===== src/hdl/cnls_pkg.sv =====
// Shared types and constants for the character LCD nibble sequencer.
package cnls_pkg;

    localparam int MAX_STROBES = 12;
    localparam int CNT_W       = $clog2(MAX_STROBES + 1);
    localparam int IDX_W       = $clog2(MAX_STROBES);

    typedef enum logic [1:0] {
        REQ_CMD  = 2'd0,
        REQ_DATA = 2'd1,
        REQ_PUTC = 2'd2,
        REQ_NONE = 2'd3
    } req_code_t;

    localparam logic [3:0] FUNC_SET_HI = 4'h2;

    typedef struct packed {
        logic       rs;
        logic       rw;
        logic [3:0] nib;
    } strobe_t;

    localparam strobe_t STROBE_STATUS = '{rs: 1'b0, rw: 1'b1, nib: 4'h0};

    typedef struct packed {
        logic [1:0] req_type;
        logic [7:0] data_byte;
        logic       cmd_poll;
        logic [3:0] column;
        logic       row;
        logic       busy_first;
        logic       busy_second;
    } req_t;

    typedef struct packed {
        strobe_t [MAX_STROBES-1:0] list;
        logic [CNT_W-1:0]          count;
    } plan_t;

endpackage


===== src/hdl/cnls_if.sv =====
// Request and strobe channel interfaces.
interface cnls_req_if;
    logic       valid;
    logic       ready;
    logic [1:0] req_type;
    logic [7:0] data_byte;
    logic       cmd_poll;
    logic [3:0] column;
    logic       row;
    logic       busy_first;
    logic       busy_second;

    modport source (output valid, req_type, data_byte, cmd_poll, column, row,
                    busy_first, busy_second, input ready);
    modport sink   (input valid, req_type, data_byte, cmd_poll, column, row,
                    busy_first, busy_second, output ready);
endinterface

interface cnls_strobe_if;
    logic       valid;
    logic       ready;
    logic       reg_select;
    logic       read_write;
    logic [3:0] nibble;
    logic       last;

    modport source (output valid, reg_select, read_write, nibble, last, input ready);
    modport sink   (input valid, reg_select, read_write, nibble, last, output ready);
endinterface


===== src/hdl/cnls_decode.sv =====
// Expands one request into its ordered list of E-strobes.
module cnls_decode
    import cnls_pkg::*;
(
    input  req_t  req,
    input  logic  width_set_seen,
    output plan_t plan,
    output logic  set_width
);

    logic [IDX_W:0] idx;
    logic [7:0]     addr;
    strobe_t [MAX_STROBES-1:0] list;

    assign addr = {1'b1, req.row, 2'b00, req.column};

    always_comb
    begin
        list      = '0;
        idx       = '0;
        set_width = 1'b0;
        unique case (req_code_t'(req.req_type))
            REQ_CMD:
            begin
                if (req.cmd_poll)
                begin
                    list[idx[IDX_W-1:0]] = STROBE_STATUS; idx = idx + 1'b1;
                    list[idx[IDX_W-1:0]] = STROBE_STATUS; idx = idx + 1'b1;
                    if (req.busy_first)
                    begin
                        list[idx[IDX_W-1:0]] = STROBE_STATUS; idx = idx + 1'b1;
                        list[idx[IDX_W-1:0]] = STROBE_STATUS; idx = idx + 1'b1;
                    end
                end
                list[idx[IDX_W-1:0]] = '{1'b0, 1'b0, req.data_byte[7:4]};
                idx = idx + 1'b1;
                // first function set: strobe the high nibble twice to switch width
                if (!width_set_seen && req.data_byte[7:4] == FUNC_SET_HI)
                begin
                    set_width = 1'b1;
                    list[idx[IDX_W-1:0]] = '{1'b0, 1'b0, req.data_byte[7:4]};
                    idx = idx + 1'b1;
                end
                list[idx[IDX_W-1:0]] = '{1'b0, 1'b0, req.data_byte[3:0]};
                idx = idx + 1'b1;
            end
            REQ_DATA:
            begin
                list[idx[IDX_W-1:0]] = STROBE_STATUS; idx = idx + 1'b1;
                list[idx[IDX_W-1:0]] = STROBE_STATUS; idx = idx + 1'b1;
                if (req.busy_first)
                begin
                    list[idx[IDX_W-1:0]] = STROBE_STATUS; idx = idx + 1'b1;
                    list[idx[IDX_W-1:0]] = STROBE_STATUS; idx = idx + 1'b1;
                end
                list[idx[IDX_W-1:0]] = '{1'b1, 1'b0, req.data_byte[7:4]};
                idx = idx + 1'b1;
                list[idx[IDX_W-1:0]] = '{1'b1, 1'b0, req.data_byte[3:0]};
                idx = idx + 1'b1;
            end
            REQ_PUTC:
            begin
                list[idx[IDX_W-1:0]] = STROBE_STATUS; idx = idx + 1'b1;
                list[idx[IDX_W-1:0]] = STROBE_STATUS; idx = idx + 1'b1;
                if (req.busy_first)
                begin
                    list[idx[IDX_W-1:0]] = STROBE_STATUS; idx = idx + 1'b1;
                    list[idx[IDX_W-1:0]] = STROBE_STATUS; idx = idx + 1'b1;
                end
                // address high nibble is 8 or C, so never doubled
                list[idx[IDX_W-1:0]] = '{1'b0, 1'b0, addr[7:4]}; idx = idx + 1'b1;
                list[idx[IDX_W-1:0]] = '{1'b0, 1'b0, addr[3:0]}; idx = idx + 1'b1;
                list[idx[IDX_W-1:0]] = STROBE_STATUS; idx = idx + 1'b1;
                list[idx[IDX_W-1:0]] = STROBE_STATUS; idx = idx + 1'b1;
                if (req.busy_second)
                begin
                    list[idx[IDX_W-1:0]] = STROBE_STATUS; idx = idx + 1'b1;
                    list[idx[IDX_W-1:0]] = STROBE_STATUS; idx = idx + 1'b1;
                end
                list[idx[IDX_W-1:0]] = '{1'b1, 1'b0, req.data_byte[7:4]};
                idx = idx + 1'b1;
                list[idx[IDX_W-1:0]] = '{1'b1, 1'b0, req.data_byte[3:0]};
                idx = idx + 1'b1;
            end
            REQ_NONE:
            begin
                idx = '0;
            end
            default:
            begin
                idx = '0;
            end
        endcase
        plan.list  = list;
        plan.count = CNT_W'(idx);
    end

endmodule


===== src/hdl/char_lcd_nibble_sequencer.sv =====
// Top level: plan register, strobe plan walker and strobe output register.
// A request's plan is registered on acceptance; its first strobe then enters the output register when it is free.
// Throughput: one strobe per cycle while the strobe side is ready, 2 to 12 strobes per request;
//   the next request is taken in the cycle the final strobe enters the output register.
// An unknown request type is taken and gives no strobes.
// Reset: rst_n asynchronous, clears the plan valid and position, the output valid and the width-set flag.
module char_lcd_nibble_sequencer
    import cnls_pkg::*;
(
    input  logic                 clk,
    input  logic                 rst_n,
    cnls_req_if.sink             req,
    cnls_strobe_if.source        strobe
);

    req_t                      req_in;
    plan_t                     plan;
    logic                      set_width;

    strobe_t [MAX_STROBES-1:0] list_reg;
    logic [CNT_W-1:0]          count_reg;
    logic [IDX_W-1:0]          pos_reg,  pos_next;
    logic                      plan_valid_reg, plan_valid_next;
    logic                      width_set_reg,  width_set_next;

    strobe_t                   out_reg;
    logic                      out_last_reg;
    logic                      out_valid_reg, out_valid_next;

    logic                      accept;
    logic                      emit;
    logic                      pos_final;
    logic                      plan_done;

    assign req_in = '{req_type:    req.req_type,
                      data_byte:   req.data_byte,
                      cmd_poll:    req.cmd_poll,
                      column:      req.column,
                      row:         req.row,
                      busy_first:  req.busy_first,
                      busy_second: req.busy_second};

    cnls_decode u_decode (
        .req            (req_in),
        .width_set_seen (width_set_reg),
        .plan           (plan),
        .set_width      (set_width)
    );

    assign emit      = plan_valid_reg && (!out_valid_reg || strobe.ready);
    assign pos_final = (CNT_W'(pos_reg) == count_reg - CNT_W'(1));
    assign plan_done = emit && pos_final;
    assign req.ready = !plan_valid_reg || plan_done;
    assign accept    = req.valid && req.ready;

    always_comb
    begin
        plan_valid_next = plan_valid_reg;
        pos_next        = pos_reg;
        width_set_next  = width_set_reg;
        if (plan_done)
        begin
            plan_valid_next = 1'b0;
        end
        else if (emit)
        begin
            pos_next = pos_reg + 1'b1;
        end
        if (accept)
        begin
            plan_valid_next = (plan.count != '0);
            pos_next        = '0;
            width_set_next  = width_set_reg | set_width;
        end
    end

    always_comb
    begin
        out_valid_next = out_valid_reg;
        if (emit)
        begin
            out_valid_next = 1'b1;
        end
        else if (strobe.ready)
        begin
            out_valid_next = 1'b0;
        end
    end

    always_ff @(posedge clk or negedge rst_n)
    begin
        if (!rst_n)
        begin
            plan_valid_reg <= 1'b0;
            pos_reg        <= '0;
            width_set_reg  <= 1'b0;
            out_valid_reg  <= 1'b0;
        end
        else
        begin
            plan_valid_reg <= plan_valid_next;
            pos_reg        <= pos_next;
            width_set_reg  <= width_set_next;
            out_valid_reg  <= out_valid_next;
        end
    end

    always_ff @(posedge clk)
    begin
        if (accept)
        begin
            list_reg  <= plan.list;
            count_reg <= plan.count;
        end
        if (emit)
        begin
            out_reg      <= list_reg[pos_reg];
            out_last_reg <= pos_final;
        end
    end

    assign strobe.valid      = out_valid_reg;
    assign strobe.reg_select = out_reg.rs;
    assign strobe.read_write = out_reg.rw;
    assign strobe.nibble     = out_reg.nib;
    assign strobe.last       = out_last_reg;

endmodule


===== src/flat_wrapper.sv =====
// flat-port wrapper written by rule: the top's interface ports become plain ports
module char_lcd_nibble_sequencer_flat import cnls_pkg::*;
  (clk, rst_n, req_valid, req_req_type, req_data_byte, req_cmd_poll, req_column, req_row, req_busy_first, req_busy_second, req_ready, strobe_valid, strobe_reg_select, strobe_read_write, strobe_nibble, strobe_last, strobe_ready);
  cnls_req_if req_i ();
  cnls_strobe_if strobe_i ();
  input  logic clk;
  input  logic rst_n;
  input wire logic [$bits(req_i.valid)-1:0] req_valid;
  input wire logic [$bits(req_i.req_type)-1:0] req_req_type;
  input wire logic [$bits(req_i.data_byte)-1:0] req_data_byte;
  input wire logic [$bits(req_i.cmd_poll)-1:0] req_cmd_poll;
  input wire logic [$bits(req_i.column)-1:0] req_column;
  input wire logic [$bits(req_i.row)-1:0] req_row;
  input wire logic [$bits(req_i.busy_first)-1:0] req_busy_first;
  input wire logic [$bits(req_i.busy_second)-1:0] req_busy_second;
  output wire logic [$bits(req_i.ready)-1:0] req_ready;
  output wire logic [$bits(strobe_i.valid)-1:0] strobe_valid;
  output wire logic [$bits(strobe_i.reg_select)-1:0] strobe_reg_select;
  output wire logic [$bits(strobe_i.read_write)-1:0] strobe_read_write;
  output wire logic [$bits(strobe_i.nibble)-1:0] strobe_nibble;
  output wire logic [$bits(strobe_i.last)-1:0] strobe_last;
  input wire logic [$bits(strobe_i.ready)-1:0] strobe_ready;
  assign req_i.valid = req_valid;
  assign req_i.req_type = req_req_type;
  assign req_i.data_byte = req_data_byte;
  assign req_i.cmd_poll = req_cmd_poll;
  assign req_i.column = req_column;
  assign req_i.row = req_row;
  assign req_i.busy_first = req_busy_first;
  assign req_i.busy_second = req_busy_second;
  assign req_ready = req_i.ready;
  assign strobe_valid = strobe_i.valid;
  assign strobe_reg_select = strobe_i.reg_select;
  assign strobe_read_write = strobe_i.read_write;
  assign strobe_nibble = strobe_i.nibble;
  assign strobe_last = strobe_i.last;
  assign strobe_i.ready = strobe_ready;
  char_lcd_nibble_sequencer u_core (.clk(clk), .rst_n(rst_n), .req(req_i), .strobe(strobe_i));
endmodule

===== config.mk =====
export PLATFORM = sky130hd
export DESIGN_NAME = char_lcd_nibble_sequencer_flat
export DESIGN_NICKNAME = d
export VERILOG_FILES = /design/src/hdl/cnls_pkg.sv /design/src/hdl/cnls_if.sv /design/src/hdl/cnls_decode.sv /design/src/hdl/char_lcd_nibble_sequencer.sv /design/src/flat_wrapper.sv
export SDC_FILE = /design/constraint.sdc
export NUM_CORES = 1
export LEC_CHECK = 0
export BUFFER_PORTS_ARGS = -buffer_cell sky130_fd_sc_hd__buf_2
export CORE_MARGIN = 4
export CORE_UTILIZATION = 54
export DETAILED_ROUTE_END_ITERATION = 12
export MAX_ROUTING_LAYER = met4
export PLACE_DENSITY = 0.87
export SLEW_MARGIN = 0
export SYNTH_ARGS = -nofsm -noshare
export SYNTH_HDL_FRONTEND = slang
export SYNTH_SLANG_ARGS = --single-unit

===== constraint.sdc =====
create_clock -name clk -period 3.5 [get_ports clk]
set_input_delay 0.175 -clock clk [delete_from_list [all_inputs] [get_ports clk]]
set_output_delay 0.175 -clock clk [all_outputs]
set_load 0.02 [all_outputs]

==> flow_metrics.env, run 1 <==
export IMPL_synth_edff_count=71
export IMPL_timing_critical_path_slowest_stage_cell="sky130_fd_sc_hd__nor4_2"
export IMPL_core_region_area_um2=7370
export IMPL_cap_viol_max_count=0
export IMPL_maximum_number_of_pins_on_one_net_before_global_route_repair=65
export IMPL_global_route_overflow_total=0
export IMPL_critical_path_max_fanout=64
export IMPL_maxSlewViolCount=0
export IMPL_worst_setup_path_start_kind="register"
export IMPL_place_hpwl_um=7460
export IMPL_arrival_ns=2.65
export IMPL_tightest_slew_ns=0.682
export IMPL_power_density_nw_per_um2=640
export IMPL_synthTopCellsByArea="sky130_fd_sc_hd__edfxtp_1 51%, sky130_fd_sc_hd__mux4_2 7.0%, sky130_fd_sc_hd__dfrtp_1 4.2%, sky130_fd_sc_hd__ha_1 3.9%, sky130_fd_sc_hd__a22o_1 3.1%"
export IMPL_mapped_cell_area_um2=4180
export IMPL_wl_per_cell_um=22.5
export IMPL_number_of_routed_nets_with_antenna_violations=0
export IMPL_seq_area_um2=2310
export IMPL_nNetsFinal=401
export IMPL_synth_warning_count=0
export IMPL_status="finished, final reports clean"
export IMPL_critPathKind="register to register"
export IMPL_finalCoreUtilization_pct=63.2
export IMPL_intPower_mw=2.03
export IMPL_synth_avg_cell_area_um2=12.4
export IMPL_tritoncts_clock_tree="built"
export IMPL_clk_latency_ns=0.35
export IMPL_comb_power_share_pct=32.7
export IMPL_worstPathRequired_ns=3.52
export IMPL_core_rowCount=31
export IMPL_fillerInstances=580
export IMPL_vias=3058
export IMPL_critical_path_max_stage_delay_ns=0.61
export IMPL_share_seq_of_total_power_pct=43.3
export IMPL_path_cells="xnor2_1, xnor2_1, nor4_2, nand2_1, nand2_1, and2_2, buf_12"
export IMPL_cts_resized=0
export IMPL_worst_vdd_ir_mv=0.237
export IMPL_yosys_most_used_dff="sky130_fd_sc_hd__edfxtp_1"
export IMPL_route_detailed_vias_per_inst=6.51
export IMPL_pwr_share_clk_pct=24.0
export IMPL_min_period_over_period_pct=75.1
export IMPL_grt_pass1_vias=2944
export IMPL_clock_fmax_mhz=380
export IMPL_crit_path_end_kind="register"
export IMPL_cell_with_the_most_instances_after_synthesis="sky130_fd_sc_hd__edfxtp_1"
export IMPL_dieArea_um2=9220
export IMPL_synth_area_leader_cell="sky130_fd_sc_hd__edfxtp_1"
export IMPL_post_route_min_period_ns=2.63
export IMPL_port_buffers=30
export IMPL_area_share_of_the_largest_cell_type_after_synthesis_pct=51.0
export IMPL_slew_headroom_pct=54.4
export IMPL_net_switching_power_mw=0.946
export IMPL_drt_first_iter_violations=395
export IMPL_cts_sinks=78
export IMPL_sequential_share_of_the_synthesized_area_pct=55.2
export IMPL_path_clk_slew_ns=0.08
export IMPL_area_growth_pct=11.3
export IMPL_antenna_found_initial=0
export IMPL_cts_buffer_depth=2
export IMPL_detailedRoute_firstPassIterationCount=5
export IMPL_io_pins=31
export IMPL_grt_setup_unrepaired="no"
export IMPL_clock_skew_final_ns=0.00726
export IMPL_largest_reg_flops=60
export IMPL_grt_first_pass_wirelength_um=16500
export IMPL_postCtsSetupBuffers=0
export IMPL_diodes=0
export IMPL_die_width_um=96.0
export IMPL_synthArstFlopShare_pct=8.97
export IMPL_synth_seq_cells=78
export IMPL_synth_net_count=372
export IMPL_drcViolationCount=0
export IMPL_cts_buffers_inserted=9
export IMPL_gp_congestion=0.965
export IMPL_wl_um=10600
export IMPL_synthCells=337
export IMPL_ys_top_cells_by_count="71 x sky130_fd_sc_hd__edfxtp_1, 26 x sky130_fd_sc_hd__nand2_1, 21 x sky130_fd_sc_hd__nor2_1"
export IMPL_report_final_setup_viol=0
export IMPL_grt_usage_pct=25.7
export IMPL_cts_hold_buffers_added=1
export IMPL_drive_above_1_share_pct=21.3
export IMPL_critical_path_top_delay_family="simple AND/OR/NAND/NOR gates"
export IMPL_min_path_type="input pin to register"
export IMPL_clock_root_buffer="sky130_fd_sc_hd__clkbuf_8"
export IMPL_cellLeakagePower_nw=1.79
export IMPL_setup_tns_ns=0
export IMPL_switching_share_pct=31.7
export IMPL_die_y_um=96.0
export IMPL_hold_viol_final=0
export IMPL_area_of_the_multi_input_gates_um2=1730
export IMPL_post_synth_num_cell_types=49
export IMPL_critPathBufInv=1
export IMPL_cts_max_level=3
export IMPL_start_util_pct=56.7
-- final cells by class --
cell class                      count  share of cell area, %
Tap cell                           99                   2.66
Clock inverter                      4                   1.56
Sequential cell                    78                   49.6
Timing Repair Buffer               38                   4.84
Multi-Input combinational cell    222                   37.1
Inverter                           17                   1.37
Clock buffer                       12                   2.90
-- cell usage in the layout, fill, tap and decap left out, types with 8 or more instances in the layout --
cell	n
sky130_fd_sc_hd__a21oi_1	17
sky130_fd_sc_hd__a22o_1	15
sky130_fd_sc_hd__and2_1	10
sky130_fd_sc_hd__and3_1	17
sky130_fd_sc_hd__buf_2	30
sky130_fd_sc_hd__clkbuf_8	9
sky130_fd_sc_hd__edfxtp_1	71
sky130_fd_sc_hd__ha_1	13
sky130_fd_sc_hd__inv_1	17
sky130_fd_sc_hd__mux2i_1	8
sky130_fd_sc_hd__mux4_2	13
sky130_fd_sc_hd__nand2_1	26
sky130_fd_sc_hd__nor2_1	21
sky130_fd_sc_hd__o21ai_0	10
sky130_fd_sc_hd__xnor2_1	8
-- layer usage --
layer	GRT usage (%)	routed length, um	part of all wire (%)	vias to the layer above
met1	33.2	4070	39	1481
met3	5.47	939	8.9	26
met2	40.3	5270	50	206
met4	9.12	289	2.7	0
li1	-	-	-	1345
met5	-	0	0	-
-- path summary, 6_finish.rpt --
check                                                      start                                end  slack, ns  cells after the start
worst max-delay path               u_core.pos_reg[3]$_DFFE_PN0P_      u_core.list_reg[20]$_DFFE_PP_       0.87                      7
worst min-delay path                                   req_valid  u_core.plan_valid_reg$_DFFE_PN0P_       0.11                      3
worst max register to register     u_core.pos_reg[3]$_DFFE_PN0P_      u_core.list_reg[20]$_DFFE_PP_       0.87                      7
worst min register to register  u_core.width_set_reg$_DFFE_PN0P_   u_core.width_set_reg$_DFFE_PN0P_       0.59                      1
max in group asynchronous                                  rst_n  u_core.plan_valid_reg$_DFFE_PN0P_       3.14                      2
min in group asynchronous                                  rst_n      u_core.pos_reg[2]$_DFFE_PN0P_       0.19                      2
-- power groups by stage --
stage | Combinational, mW | Sequential, mW | Clock, mW
4_1_cts | 0.981 | 1.29 | 0.714
6_report | 0.975 | 1.29 | 0.716
3_3_place_gp | 0.944 | 1.30 | 0
2_1_floorplan | 0.646 | 1.35 | 0
5_1_grt | 1.05 | 1.30 | 0.771
3_5_place_dp | 0.976 | 1.31 | 0
-- stage by stage --
step	setup slack [ns]	hold slack [ns]	total power [mW]	cells	cell area (um2)
global placement	0.989	0.0174	2.25	453	4440
CTS	0.883	0.0988	2.99	470	4650
detailed placement	0.867	0.0205	2.29	453	4440
floorplan	0.611	-0.121	2.00	337	4180
finish	0.870	0.106	2.98	470	4650
global route	0.693	0.112	3.13	470	4650
-- worst min-delay path, stage by stage --
cell,delay (ns)
sky130_fd_sc_hd__buf_2,0.13
sky130_fd_sc_hd__o41ai_2,0.06
sky130_fd_sc_hd__nand2_1,0.05
-- cell families after synthesis --
family          synth area share, %
simple gates                   12.3
mux                            8.92
flops                          55.2
compound gates                 14.5
xor+xnor                       1.68
buf+inv                        3.56
fa+ha+maj                      3.89
Note: power is estimated with default switching activity, not from simulation.
==> inputs of run 2 (changes only) <==
--- a/config.mk
+++ b/config.mk
@@ -7,10 +7,10 @@
 export LEC_CHECK = 0
 export BUFFER_PORTS_ARGS = -buffer_cell sky130_fd_sc_hd__buf_2
 export CORE_MARGIN = 4
-export CORE_UTILIZATION = 54
+export CORE_UTILIZATION = 55
 export DETAILED_ROUTE_END_ITERATION = 12
 export MAX_ROUTING_LAYER = met4
-export PLACE_DENSITY = 0.87
+export PLACE_DENSITY = 0.85
 export SLEW_MARGIN = 0
 export SYNTH_ARGS = -nofsm -noshare
 export SYNTH_HDL_FRONTEND = slang
==> constraint.sdc (replaced) <==
create_clock -name clk -period 2.6 [get_ports clk]
set_input_delay 0.13 -clock clk [delete_from_list [all_inputs] [get_ports clk]]
set_output_delay 0.13 -clock clk [all_outputs]
set_load 0.02 [all_outputs]
==> run 2 against run 1 <==
Effect of this change: final cell count is 1.1% higher; fmax is 14% higher; clock skew increased by 0.0023 ns; power increased by 37%; critical path depth increased by 1; sequential cell count unchanged.
==> flow_metrics.env, run 2 (synthesized netlist as in run 1, its figures left out) <==
export IMPL_status="finished, final reports clean"
export IMPL_detailedRoute_firstPassIterationCount=5
export IMPL_endpoint="u_core.list_reg[24]$_DFFE_PP_"
export IMPL_critical_path_max_stage_delay_ns=0.40
export IMPL_power_density_nw_per_um2=866
export IMPL_worstHoldPathCells=3
export IMPL_drive_above_1_share_pct=22.9
export IMPL_min_path_type="input pin to register"
export IMPL_wl_per_cell_um=21.0
export IMPL_layout_cells_most_common_list="71 x sky130_fd_sc_hd__edfxtp_1, 30 x sky130_fd_sc_hd__buf_2, 26 x sky130_fd_sc_hd__nand2_1"
export IMPL_layout_cells_non_filler=475
export IMPL_setup_worst_path_start="u_core.count_reg[0]$_DFFE_PP_"
export IMPL_clk_latency_ns=0.35
export IMPL_vias=3013
export IMPL_place_hpwl_um=7180
export IMPL_setup_tns_ns=0
export IMPL_grt_setup_unrepaired="no"
export IMPL_min_period_over_period_pct=89.1
export IMPL_dr_max_layer_used="met4"
export IMPL_grt_first_pass_wirelength_um=15500
export IMPL_path_cells="inv_1, ha_1, xnor2_1, nor4_2, nand2_1, nand2_1, and2_4, buf_12"
export IMPL_wl_um=9980
export IMPL_wl_met3_um=870
export IMPL_critPathBufInv=2
export IMPL_drt_first_iter_violations=354
export IMPL_global_route_overflow_total=0
export IMPL_tightest_slew_ns=0.609
export IMPL_die_y_um=95.2
export IMPL_worst_vdd_ir_mv=0.317
export IMPL_layout_cells_most_common="sky130_fd_sc_hd__edfxtp_1"
export IMPL_cap_viol_max_count=0
export IMPL_critical_path_max_fanout=64
export IMPL_cts_sinks=78
export IMPL_cts_max_level=3
export IMPL_postCtsSetupBuffers=0
export IMPL_dp_cells=458
export IMPL_slew_headroom_pct=59.2
export IMPL_core_region_area_um2=7330
export IMPL_cellLeakagePower_nw=1.82
export IMPL_gp_congestion=0.979
export IMPL_clock_fmax_mhz=432
export IMPL_cts_buffer_depth=2
export IMPL_port_buffers=30
export IMPL_diodes=0
export IMPL_antenna_found_initial=0
export IMPL_drcViolationCount=0
export IMPL_detail_route_wirelength_met1_um=3970
export IMPL_largest_reg_flops=60
export IMPL_post_route_min_period_ns=2.32
export IMPL_clock_root_buffer="sky130_fd_sc_hd__clkbuf_8"
export IMPL_timing_critical_path_slowest_stage_cell="sky130_fd_sc_hd__edfxtp_1"
export IMPL_core_rowCount=31
export IMPL_maximum_number_of_pins_on_one_net_before_global_route_repair=65
export IMPL_maxSlewViolCount=0
export IMPL_fillerInstances=559
export IMPL_worst_setup_path_start_kind="register"
export IMPL_io_pins=31
export IMPL_regToRegStartpoint="u_core.count_reg[0]$_DFFE_PP_"
export IMPL_tritoncts_clock_tree="built"
export IMPL_critical_path_cell_count=8
export IMPL_worstReg2RegEnd="u_core.list_reg[24]$_DFFE_PP_"
export IMPL_critical_path_most_common_cell="sky130_fd_sc_hd__nand2_1"
export IMPL_start_util_pct=57.0
export IMPL_critical_path_top_delay_family="simple AND/OR/NAND/NOR gates"
export IMPL_hold_viol_final=0
export IMPL_arrival_ns=2.34
export IMPL_area_growth_pct=12.4
export IMPL_detailroute_wirelength_met2_um=4790
export IMPL_report_final_setup_viol=0
export IMPL_critPathKind="register to register"
export IMPL_die_width_um=95.2
export IMPL_dieArea_um2=9060
export IMPL_grt_usage_pct=24.5
export IMPL_path_clk_slew_ns=0.07
export IMPL_clock_skew_final_ns=0.00951
export IMPL_worstPathRequired_ns=2.62
export IMPL_number_of_routed_nets_with_antenna_violations=0
export IMPL_nNetsFinal=406
export IMPL_cts_hold_buffers_added=1
export IMPL_total_power_mw=4.07
export IMPL_rr_worst_depth=8
export IMPL_cts_resized=0
export IMPL_route_detailed_vias_per_inst=6.34
export IMPL_cts_buffers_inserted=9
export IMPL_ff2ff_setup_slack_ns=0.28
export IMPL_grt_pass1_vias=2890
export IMPL_crit_path_end_kind="register"
[run 2: changes by cell type in the layout (fill, tap and decap cells not counted)]
cell,before,now
sky130_fd_sc_hd__buf_4,6,11
sky130_fd_sc_hd__and2_2,1,0
sky130_fd_sc_hd__clkinv_2,1,2
sky130_fd_sc_hd__clkbuf_1,3,1
sky130_fd_sc_hd__clkinv_4,0,1
sky130_fd_sc_hd__and2_4,1,2
[run 2: metal layers]
layer  track usage, %  up-vias
met5                -        -
met1             31.9     1425
met2             38.2      208
met3             4.03       29
met4             10.5        0
li1                 -     1351
[run 2: worst min-delay path, cell delays in order]
cell and delay [ns]:
sky130_fd_sc_hd__buf_2 0.14, sky130_fd_sc_hd__o41ai_2 0.07, sky130_fd_sc_hd__nand2_1 0.05
[run 2: area by class of cell]
type	count	area [um2]	area share, %
timing repair buffer	43	263	5.59
sequential	78	2310	49.1
clock inverter	6	86.3	1.84
inverter	17	63.8	1.36
tap	99	124	2.64
multi-input combinational	222	1730	36.8
clock buffer	10	128	2.72
[run 2: where the power goes]
group | internal (mW) | leakage (nW) | switching (mW)
Combinational | 0.562 | 0.968 | 0.780
Clock | 0.539 | 0.106 | 0.438
Sequential | 1.66 | 0.744 | 0.0942
[run 2: worst min-delay path by stage]
stage	from	endpoint
after floorplan	rst_n	u_core.plan_valid_reg$_DFFE_PN0P_
after detailed placement	rst_n	u_core.strobe.valid$_DFFE_PN0P_
final	req_valid	u_core.plan_valid_reg$_DFFE_PN0P_
after global routing	req_valid	u_core.plan_valid_reg$_DFFE_PN0P_
after global placement	rst_n	u_core.strobe.valid$_DFFE_PN0P_
after CTS	req_valid	u_core.plan_valid_reg$_DFFE_PN0P_
[run 2: through the flow]
step	hold WS [ns]	utilization (%)	cell area, um2	worst slack, ns
2_1_floorplan	-0.166	-	4180	0.0405
3_3_place_gp	-0.0285	61.1	4480	0.292
3_5_place_dp	-0.0290	61.1	4480	0.110
4_1_cts	0.0608	64.1	4700	0.277
5_1_grt	0.0742	64.1	4700	0.178
6_report	0.0668	64.1	4700	0.283
==> inputs of run 3 (changes only) <==
--- a/config.mk
+++ b/config.mk
@@ -6,6 +6,7 @@
 export NUM_CORES = 1
 export LEC_CHECK = 0
 export BUFFER_PORTS_ARGS = -buffer_cell sky130_fd_sc_hd__buf_2
+export CORE_ASPECT_RATIO = 1.75
 export CORE_MARGIN = 4
 export CORE_UTILIZATION = 55
 export DETAILED_ROUTE_END_ITERATION = 12
==> run 3 against run 2 <==
Effect of this change: non-clock buffer count increased by 10; setup slack got worse by 0.091 ns; clock skew decreased by 0.0019 ns; first-iteration DRC count decreased by 12%; power increased by 3.0%; final cell count decreased by 0.84%; global-route usage increased by 3.7 points; critical path type unchanged.
==> flow_metrics.env, run 3 (synthesized netlist as in run 1, its figures left out) <==
export IMPL_core_rowCount=41
export IMPL_post_route_min_period_ns=2.41
export IMPL_global_route_overflow_total=0
export IMPL_min_path_type="input pin to register"
export IMPL_finish_instance_area_um2=4810
export IMPL_layout_cells_most_common_list="71 x sky130_fd_sc_hd__edfxtp_1, 30 x sky130_fd_sc_hd__buf_2, 26 x sky130_fd_sc_hd__nand2_1"
export IMPL_cts_buffers_inserted=9
export IMPL_cts_max_level=3
export IMPL_largest_reg_flops=60
export IMPL_min_period_over_period_pct=92.6
export IMPL_dieArea_um2=9120
export IMPL_vias=3073
export IMPL_antenna_found_initial=0
export IMPL_area_of_the_multi_input_gates_um2=1730
export IMPL_cts_sinks=78
export IMPL_critPathKind="register to register"
export IMPL_io_pins=31
export IMPL_cts_resized=0
export IMPL_total_power_mw=4.20
export IMPL_cellLeakagePower_nw=1.89
export IMPL_arrival_ns=2.43
export IMPL_power_density_nw_per_um2=873
export IMPL_grt_setup_unrepaired="no"
export IMPL_maximum_number_of_pins_on_one_net_before_global_route_repair=30
export IMPL_place_hpwl_um=8880
export IMPL_nNetsFinal=416
export IMPL_core_region_area_um2=7280
export IMPL_worst_setup_path_start_kind="register"
export IMPL_clock_skew_final_ns=0.00757
export IMPL_regToRegStartpoint="u_core.count_reg[0]$_DFFE_PP_"
export IMPL_finalCoreUtilization_pct=66.0
export IMPL_grt_pass1_vias=3175
export IMPL_clock_fmax_mhz=415
export IMPL_worst_vdd_ir_mv=0.522
export IMPL_diodes=0
export IMPL_tritoncts_clock_tree="built"
export IMPL_crit_path_end_kind="register"
export IMPL_clock_root_buffer="sky130_fd_sc_hd__clkbuf_16"
export IMPL_route_detailed_vias_per_inst=6.52
export IMPL_grt_first_pass_wirelength_um=17600
export IMPL_fillerInstances=529
export IMPL_report_final_setup_viol=0
export IMPL_hold_start="req_valid"
export IMPL_critical_path_max_fanout=29
export IMPL_worst_slack_ns=0.193
export IMPL_drt_first_iter_violations=313
export IMPL_hold_viol_final=0
export IMPL_start_util_pct=57.4
export IMPL_wl_um=11500
export IMPL_drive_above_1_share_pct=23.6
export IMPL_gp_congestion=1.06
export IMPL_tightest_slew_ns=0.628
export IMPL_worstPathRequired_ns=2.63
export IMPL_clk_latency_ns=0.33
export IMPL_setup_tns_ns=0
export IMPL_port_buffers=30
export IMPL_dp_worst_setup_slack_ns=0.169
export IMPL_detailedRoute_firstPassIterationCount=7
export IMPL_die_width_um=73.9
export IMPL_layout_cells_most_common="sky130_fd_sc_hd__edfxtp_1"
export IMPL_cap_viol_max_count=0
export IMPL_die_y_um=123
export IMPL_status="finished, final reports clean"
export IMPL_slew_headroom_pct=57.9
export IMPL_setup_worst_path_start="u_core.count_reg[0]$_DFFE_PP_"
export IMPL_maxSlewViolCount=0
export IMPL_area_growth_pct=14.9
export IMPL_number_of_routed_nets_with_antenna_violations=0
export IMPL_dpl_instance_area_um2=4550
export IMPL_postCtsSetupBuffers=0
export IMPL_path_clk_slew_ns=0.05
export IMPL_grt_usage_pct=28.2
export IMPL_cts_buffer_depth=2
export IMPL_wl_per_cell_um=24.5
export IMPL_drcViolationCount=0
export IMPL_seq_area_um2=2310
run 3: cell types whose count changed in the layout (fill, tap and decap cells not counted), moves of 2 or more:
| cell | delta |
|---|---|
| sky130_fd_sc_hd__clkbuf_16 | +9 |
| sky130_fd_sc_hd__bufinv_16 | -2 |
| sky130_fd_sc_hd__clkbuf_8 | -9 |
| sky130_fd_sc_hd__clkbuf_1 | +2 |
| sky130_fd_sc_hd__buf_4 | +9 |
| sky130_fd_sc_hd__clkinv_1 | +2 |
run 3: through the flow:
stage          hold WS (ns)  instances
2_1_floorplan        -0.166        337
3_3_place_gp        -0.0302        455
3_5_place_dp        -0.0293        455
4_1_cts              0.0693        471
5_1_grt              0.0878        471
6_report             0.0830        471
run 3: area by class of cell:
class	instances	share of cell area [%]
tap	86	2.24
clock buffer	12	4.92
clock inverter	3	0.260
inverter	17	1.33
timing repair buffer	53	7.29
multi-input combinational	222	36.0
sequential	78	48.0
run 3: power breakdown:
group	switching, mW	total [mW]	internal [mW]
registers	0.101	1.76	1.66
logic	0.781	1.36	0.581
clock network	0.437	1.07	0.632
total	1.32	4.20	2.88
run 3: metal layers:
layer | routed length (um) | global-route usage, % | vias to the layer above
li1 | - | - | 1369
met1 | 3820 | 27.8 | 1496
met2 | 6400 | 50.8 | 164
met3 | 623 | 3.66 | 44
met4 | 685 | 17.0 | 0
met5 | 0 | - | -
run 3: worst paths after layout:
kind                                                          end  slack [ns]  depth (start not counted)
worst max-delay path                u_core.list_reg[26]$_DFFE_PP_        0.19                          8
worst min-delay path            u_core.plan_valid_reg$_DFFE_PN0P_        0.08                          3
worst max register to register      u_core.list_reg[26]$_DFFE_PP_        0.19                          8
worst min register to register    u_core.strobe.valid$_DFFE_PN0P_        0.58                          2
max in group asynchronous           u_core.pos_reg[2]$_DFFE_PN0P_        2.28                          2
min in group asynchronous         u_core.strobe.valid$_DFFE_PN0P_        0.16                          2
run 3: what timing repair did:
| action | 4_1_cts | 5_1_grt |
|---|---|---|
| hold buffers | 1 | 0 |
| hold endpoints to repair | 7 | 0 |
| setup endpoints to repair | 0 | 0 |
run 3: critical path, stage by stage, from the launching register on:
cell                       delay (ns)
sky130_fd_sc_hd__edfxtp_1        0.38
sky130_fd_sc_hd__inv_1           0.06
sky130_fd_sc_hd__ha_1            0.30
sky130_fd_sc_hd__xnor2_1         0.15
sky130_fd_sc_hd__nor4_2          0.34
sky130_fd_sc_hd__nand2_1         0.09
sky130_fd_sc_hd__nand2_1         0.17
sky130_fd_sc_hd__and2_4          0.36
sky130_fd_sc_hd__buf_12          0.24
